File: config.mk
export PLATFORM = sky130hd
export DESIGN_NAME = rod_cutting_max_revenue_core
export DESIGN_NICKNAME = d
export VERILOG_FILES = /design/src/rtl/rcmr_pkg.sv /design/src/rtl/rod_cutting_max_revenue_core.sv /design/src/rtl/rcmr_addcmp.sv /design/src/rtl/rcmr_seq.sv
export SDC_FILE = /design/constraint.sdc
export NUM_CORES = 1
export LEC_CHECK = 0
export ABC_AREA = 1
export BUFFER_PORTS_ARGS = -buffer_cell sky130_fd_sc_hd__clkbuf_2
export CORE_AREA = 2 2 167 169
export DETAILED_ROUTE_END_ITERATION = 7
export DIE_AREA = 0 0 169 171
export GPL_TIMING_DRIVEN = 0
export PLACE_DENSITY = 0.71
export SLEW_MARGIN = 20
export SYNTH_ARGS = -nofsm -noshare
export SYNTH_HDL_FRONTEND = slang
export SYNTH_SLANG_ARGS = --single-unit
File: constraint.sdc
create_clock -name clk -period 6.6 [get_ports clk]
set_input_delay 0.66 -clock clk [delete_from_list [all_inputs] [get_ports clk]]
set_output_delay 0.66 -clock clk [all_outputs]
set_load 0.1 [all_outputs]
File: src/rtl/rcmr_pkg.sv
package rcmr_pkg;

	localparam int MAX_PIECE  = 8;
	localparam int MAX_LENGTH = 255;

	localparam int LEN_W       = 8;
	localparam int PRICE_W     = 10;
	localparam int REV_W       = 18;
	localparam int CFG_IDX_W   = 4;
	localparam int NUM_PRICE   = 8;
	localparam int WIN_DEPTH   = 8;
	localparam int SLOT_W      = $clog2(WIN_DEPTH);
	localparam int PIECE_CNT_W = $clog2(MAX_PIECE + 1);

	typedef logic [LEN_W-1:0]       len_t;
	typedef logic [PRICE_W-1:0]     price_t;
	typedef logic [REV_W-1:0]       rev_t;
	typedef logic [CFG_IDX_W-1:0]   cfg_idx_t;
	typedef logic [SLOT_W-1:0]      slot_t;
	typedef logic [PIECE_CNT_W-1:0] piece_cnt_t;

	localparam rev_t REV_MAX = {REV_W{1'b1}};

	localparam price_t PRICE_RESET [NUM_PRICE] = '{
		10'd1, 10'd5, 10'd8, 10'd9, 10'd10, 10'd17, 10'd17, 10'd20
	};

	typedef enum logic [1:0] {
		ST_IDLE,
		ST_CALC,
		ST_DRAIN
	} state_t;

	// sequencer to datapath control
	typedef struct packed {
		logic  win_clear;
		logic  acc_en;
		logic  j_done;
		logic  res_zero;
		logic  res_load;
		logic  out_load;
		slot_t rd_slot;
		slot_t wr_slot;
		slot_t piece_idx;
	} ctl_t;

endpackage

File: src/rtl/rod_cutting_max_revenue_core.sv
// rod cutting revenue engine
// input channel: in_valid/in_ready with rod_length (0..255); one transaction per rod
// output channel: out_valid/out_ready with best_revenue; exactly one transaction per rod
// config channel: cfg_valid/cfg_ready, cfg_index 0..7 picks the price of piece length 1..8,
//   cfg_data[9:0] is the price; indexes beyond the list are dropped; cfg_ready is always high
// work per rod: the sequencer visits every (length, piece) pair, with pieces up to
//   min(8, length), then moves the answer into the output register in the drain state;
//   a length of zero goes straight to the drain state with an answer of zero
// one rod at a time; the single add-and-compare unit is visited once per
//   (length, piece) pair
// the input is taken only while the sequencer is idle; a finished result sits in the output
//   register so a new rod can be taken while the receiver stalls, and a second result
//   waits in the drain state until the register is free
// reset: prices return to 1,5,8,9,10,17,17,20, sequencer idle, output empty
module rod_cutting_max_revenue_core (
	input  logic               clk,
	input  logic               arst_n,
	input  logic               in_valid,
	output logic               in_ready,
	input  rcmr_pkg::len_t     rod_length,
	output logic               out_valid,
	input  logic               out_ready,
	output rcmr_pkg::rev_t     best_revenue,
	input  logic               cfg_valid,
	output logic               cfg_ready,
	input  rcmr_pkg::cfg_idx_t cfg_index,
	input  rcmr_pkg::price_t   cfg_data
);
	import rcmr_pkg::*;

	price_t price_q [NUM_PRICE];
	rev_t   win_q   [WIN_DEPTH];   // best of the last eight lengths, slot j mod 8
	rev_t   best_q;                // running maximum for the current length
	rev_t   res_q;                 // answer waiting for the output register
	rev_t   out_q;
	logic   out_valid_q;
	rev_t   new_best;
	logic   out_free;
	ctl_t   ctl;

	assign cfg_ready    = 1'b1;
	assign out_valid    = out_valid_q;
	assign best_revenue = out_q;
	assign out_free     = !out_valid_q || out_ready;

	rcmr_seq u_seq (
		.clk       (clk),
		.arst_n    (arst_n),
		.in_valid  (in_valid),
		.in_ready  (in_ready),
		.rod_length(rod_length),
		.out_free  (out_free),
		.ctl       (ctl)
	);

	// shared add-and-compare: price of this piece plus best of the remainder
	rcmr_addcmp u_addcmp (
		.price    (price_q[ctl.piece_idx]),
		.prev_best(win_q[ctl.rd_slot]),
		.acc_best (best_q),
		.new_best (new_best)
	);

	// price registers
	always_ff @(posedge clk or negedge arst_n) begin
		if (!arst_n) begin
			for (int k = 0; k < NUM_PRICE; k++) begin
				price_q[k] <= PRICE_RESET[k];
			end
		end else if (cfg_valid && cfg_ready && (32'(cfg_index) < NUM_PRICE)) begin
			price_q[cfg_index[SLOT_W-1:0]] <= cfg_data;
		end
	end

	// window and accumulator, cleared when a rod is taken
	always_ff @(posedge clk) begin
		if (ctl.win_clear) begin
			for (int k = 0; k < WIN_DEPTH; k++) begin
				win_q[k] <= '0;
			end
			best_q <= '0;
		end else if (ctl.acc_en) begin
			if (ctl.j_done) begin
				win_q[ctl.wr_slot] <= new_best;
				best_q             <= '0;
			end else begin
				best_q <= new_best;
			end
		end
	end

	// final answer, zero for an empty rod
	always_ff @(posedge clk) begin
		if (ctl.res_zero) begin
			res_q <= '0;
		end else if (ctl.res_load) begin
			res_q <= new_best;
		end
	end

	// output register
	always_ff @(posedge clk or negedge arst_n) begin
		if (!arst_n) begin
			out_valid_q <= 1'b0;
		end else if (ctl.out_load) begin
			out_valid_q <= 1'b1;
		end else if (out_ready) begin
			out_valid_q <= 1'b0;
		end
	end

	always_ff @(posedge clk) begin
		if (ctl.out_load) begin
			out_q <= res_q;
		end
	end

endmodule

File: src/rtl/rcmr_addcmp.sv
module rcmr_addcmp (
	input  rcmr_pkg::price_t price,
	input  rcmr_pkg::rev_t   prev_best,
	input  rcmr_pkg::rev_t   acc_best,
	output rcmr_pkg::rev_t   new_best
);
	import rcmr_pkg::*;

	logic [REV_W:0] sum;
	rev_t           cand;

	// saturating add of piece price and earlier best
	assign sum  = {1'b0, prev_best} + {{(REV_W + 1 - PRICE_W){1'b0}}, price};
	assign cand = sum[REV_W] ? REV_MAX : sum[REV_W-1:0];

	assign new_best = (cand > acc_best) ? cand : acc_best;

endmodule

File: src/rtl/rcmr_seq.sv
module rcmr_seq (
	input  logic          clk,
	input  logic          arst_n,
	input  logic          in_valid,
	output logic          in_ready,
	input  rcmr_pkg::len_t rod_length,
	input  logic          out_free,
	output rcmr_pkg::ctl_t ctl
);
	import rcmr_pkg::*;

	state_t     state_q, state_d;
	len_t       len_q;
	len_t       j_q;
	piece_cnt_t i_q;
	logic       accept;
	logic       last_i;
	logic       j_last;
	len_t       diff;
	len_t       len_sat;

	assign accept  = in_valid && in_ready;
	assign last_i  = (i_q == PIECE_CNT_W'(MAX_PIECE)) || (LEN_W'(i_q) == j_q);
	assign j_last  = (j_q == len_q);
	assign diff    = j_q - LEN_W'(i_q);
	assign len_sat = (32'(rod_length) > MAX_LENGTH) ? LEN_W'(MAX_LENGTH) : rod_length;

	// next state
	always_comb begin
		state_d = state_q;
		unique case (state_q)
			ST_IDLE: begin
				if (accept) begin
					state_d = (len_sat == '0) ? ST_DRAIN : ST_CALC;
				end
			end
			ST_CALC: begin
				if (last_i && j_last) begin
					state_d = ST_DRAIN;
				end
			end
			ST_DRAIN: begin
				if (out_free) begin
					state_d = ST_IDLE;
				end
			end
			default: state_d = ST_IDLE;
		endcase
	end

	// outputs
	always_comb begin
		in_ready      = 1'b0;
		ctl           = '0;
		ctl.rd_slot   = diff[SLOT_W-1:0];
		ctl.wr_slot   = j_q[SLOT_W-1:0];
		ctl.piece_idx = SLOT_W'(i_q - PIECE_CNT_W'(1));
		unique case (state_q)
			ST_IDLE: begin
				in_ready      = 1'b1;
				ctl.win_clear = in_valid;
				ctl.res_zero  = in_valid;
			end
			ST_CALC: begin
				ctl.acc_en   = 1'b1;
				ctl.j_done   = last_i;
				ctl.res_load = last_i && j_last;
			end
			ST_DRAIN: begin
				ctl.out_load = out_free;
			end
			default: begin
				in_ready = 1'b0;
			end
		endcase
	end

	always_ff @(posedge clk or negedge arst_n) begin
		if (!arst_n) begin
			state_q <= ST_IDLE;
			len_q   <= '0;
			j_q     <= '0;
			i_q     <= '0;
		end else begin
			state_q <= state_d;
			if (accept) begin
				len_q <= len_sat;
				j_q   <= LEN_W'(1);
				i_q   <= PIECE_CNT_W'(1);
			end else if (state_q == ST_CALC) begin
				if (last_i) begin
					i_q <= PIECE_CNT_W'(1);
					if (!j_last) begin
						j_q <= j_q + LEN_W'(1);
					end
				end else begin
					i_q <= i_q + PIECE_CNT_W'(1);
				end
			end
		end
	end

	// piece counter stays within the usable lengths
	a_piece_range: assert property (@(posedge clk) disable iff (!arst_n)
		(state_q == ST_CALC) |->
			(i_q >= PIECE_CNT_W'(1)) && (LEN_W'(i_q) <= j_q) &&
			(i_q <= PIECE_CNT_W'(MAX_PIECE)))
		else $error("piece counter out of range");

	a_len_range: assert property (@(posedge clk) disable iff (!arst_n)
		(state_q == ST_CALC) |-> (j_q >= LEN_W'(1)) && (j_q <= len_q))
		else $error("length counter passed the rod length");

	a_zero_len: assert property (@(posedge clk) disable iff (!arst_n)
		(accept && (rod_length == '0)) |=> (state_q == ST_DRAIN))
		else $error("zero length did not go straight to the result");

	a_finish: assert property (@(posedge clk) disable iff (!arst_n)
		((state_q == ST_CALC) && last_i && j_last) |=> (state_q == ST_DRAIN))
		else $error("last step did not hand over the result");

endmodule

==> results.tsv <==
metric	value	unit
ys_seq_area_frac	0.555	
clkSinkCount	301	
dpl.cell_count	2010	
cts_tree	built	
grt_pass1_vias	11250	
synth-async-reset-ratio	0.342	
drive_gt1_frac	0.135	
final_cells	2074	
antenna_found_initial	0	
max_freq	159	MHz
r2r-end	best_q[3]$_SDFFE_PP0P_	
fillers	2324	
reg2regPathDepth	32	
fin_ws	0.324	ns
crit_arrival	6.70	ns
die_y	171	µm
start_util	0.540	
drtAntennaViolNets	0	
clkSlewWorstSetupHoldPaths	0.06	ns
grt_usage	0.271	
rr_startpoint	u_seq.j_q[0]$_DFFE_PN0P_	
worst_setup_path_start_kind	register	
root_buffer	clkbuf_16	
critPathMostFrequentCell	nand2_1	
synth_area	0.0147	mm²
layout_commonest_cell	nand2_1	
rsz0062_at_grt	false	
slew_viol_final	0	
layout_min_cycle_time	6.28	ns
setup_viol	0	
yosysWarnings	0	
hold_buffers	0	
routed_via_density	5.66	
drtIter0Drc	1065	
status	finished, final reports clean	
synth_seq_cells	301	
synthTopCellsByArea	edfxtp_1, dfrtp_1, nand2_1, o21ai_0, nor2_1	
critPathSlowestCell	dfrtp_2	
worstSkewPairLatency	0.56	ns
syn_nets	1679	
dp_slack	-0.718	ns
relSlewSlack	0.366	
fin_nets	1768	
worstMarginPinSlew	0.949	ns
route.detailed.drc	0	
core-area	0.0273	mm²
yosysUniqueCellTypes	52	
portBuffers	46	
worst_ep_required_time	7.03	ns
firstDrtPassIters	7	
synth_ff_type	edfxtp_1	
setup.worst_path.class	register to register	
reg2reg_slack	0.32	ns
diodes	0	
endpoint_kind	register	
die_w	169	µm
fin_worst_skew	0.0135	ns
grt_max_degree	65	
mostFrequentLayoutCells	nand2_1, nor2_1, o21ai_0, edfxtp_1, inv_1	
area_growth	12.4	%
grt_pass1_wl	60.5	mm
gp_congestion	0.910	
wl_per_cell	19.0	µm
min_period_over_period	0.951	
cts_made_buffers	31	
io_pins	48	
whs	0.0146	ns
cp_slowest_stage_delay	0.45	ns
path_max_fanout	10	
globalRouteOverflowTotal	0	
routed_wl	39.4	mm
hold_violations	0	
drv_cap	0	
cts-htree-levels	1	
synth_top_cell_area_share	0.330	
syn_area_per_cell	9.12	µm²
dieArea	0.0289	mm²
placementRows	61	
hold_path_class	input port to async pin	
synth_area_leader_cell	edfxtp_1	
synthCells	1617	
clk_path_buf_depth	3	
route.vias.total	11749	
synth-edff-count	162	
place_hpwl	27.1	mm
==> cell type report <==
| type | instances | area (µm²) | area share |
|---|---|---|---|
| clock inverter | 13 | 111 | 0.00672 |
| inverter | 134 | 514 | 0.0310 |
| clock buffer | 42 | 817 | 0.0493 |
| timing repair buffer | 55 | 339 | 0.0204 |
| tap | 346 | 433 | 0.0261 |
| sequential | 301 | 8180 | 0.493 |
| buffer | 78 | 423 | 0.0255 |
| multi-input combinational | 1105 | 5760 | 0.348 |
==> metal layers <==
| layer | routed length (µm) | vias up | global-route usage |
|---|---|---|---|
| met4 | 819 | 0 | 0.0784 |
| met2 | 18900 | 436 | 0.455 |
| met3 | 2730 | 60 | 0.0317 |
| met1 | 17000 | 5652 | 0.373 |
| met5 | 0 | - | 0 |
| li1 | - | 5601 | - |
==> cell families after synthesis <==
logic type | after synthesis | synth area share
buffers and inverters | 214 | 0.0621
XOR/XNOR | 20 | 0.0119
adder cells (fa/ha/maj) | 35 | 0.0307
flip-flops | 301 | 0.555
AO/OA/AOI/OAI | 354 | 0.142
other | 1 | 0.000254
AND/OR/NAND/NOR | 692 | 0.199
==> registers in the layout, summed over array words and instances (netlist names) <==
register	cells
u_seq.i_q	4
u_seq.len_q	8
res_q	18
u_seq.state_q	2
price_q	80
u_seq.j_q	8
best_revenue	18
best_q	18
out_valid	1
win_q	144
==> critical path: cells and delay by family, from the launching register on <==
kind,cells,cell delay (ns)
adders and majority gates,3,1.08
buffers and inverters,8,1.86
AOI/OAI and AO/OA,8,1.39
and+or+nand+nor,13,1.37
DFF,1,0.45
==> through the flow <==
| stage | util | cell area [µm²] | setup TNS (ns) |
|---|---|---|---|
| after floorplan | - | 14700 | 0 |
| after global placement | 0.564 | 15400 | -68.89 |
| after detailed placement | 0.565 | 15500 | -86.56 |
| after CTS | 0.602 | 16400 | 0 |
| after global routing | 0.607 | 16600 | 0 |
| final | 0.607 | 16600 | 0 |
==> synth_stat cells, drive strengths merged, types with 13 or more instances <==
library cell,instances
ha,33
buf,28
inv,131
dfrtp,89
edfxtp,162
a21oi,108
nand2,384
nand3,49
o21ai,194
clkbuf,52
nor2,227
dfxtp,36
nor3,13
dfstp,14
==> how the worst max path moves through the flow <==
stage	start	endpoint	slack [ns]	cells after the start
after global placement	u_seq.j_q[0]$_DFFE_PN0P_	win_q[7][2]$_SDFFCE_PN0P_	-0.61	33
final	u_seq.j_q[0]$_DFFE_PN0P_	best_q[3]$_SDFFE_PP0P_	0.32	32
after floorplan	u_seq.j_q[0]$_DFFE_PN0P_	win_q[7][2]$_SDFFCE_PN0P_	0.85	33
after global routing	u_seq.j_q[0]$_DFFE_PN0P_	best_q[3]$_SDFFE_PP0P_	0.03	33
after detailed placement	u_seq.j_q[0]$_DFFE_PN0P_	win_q[6][8]$_SDFFCE_PN0P_	-0.72	33
after CTS	u_seq.j_q[0]$_DFFE_PN0P_	win_q[7][5]$_SDFFCE_PN0P_	0.03	33
==> timing repair <==
action,in CTS,in global routing
hold endpoints to repair,0,0
gates cloned,0,3
buffers inserted,0,8
resized for setup,18,25
endpoints found under the setup margin,180,169
Power is left out: the tool's default activity adds up to more than one toggle a clock period on the data nets, which glitch-free logic cannot reach.
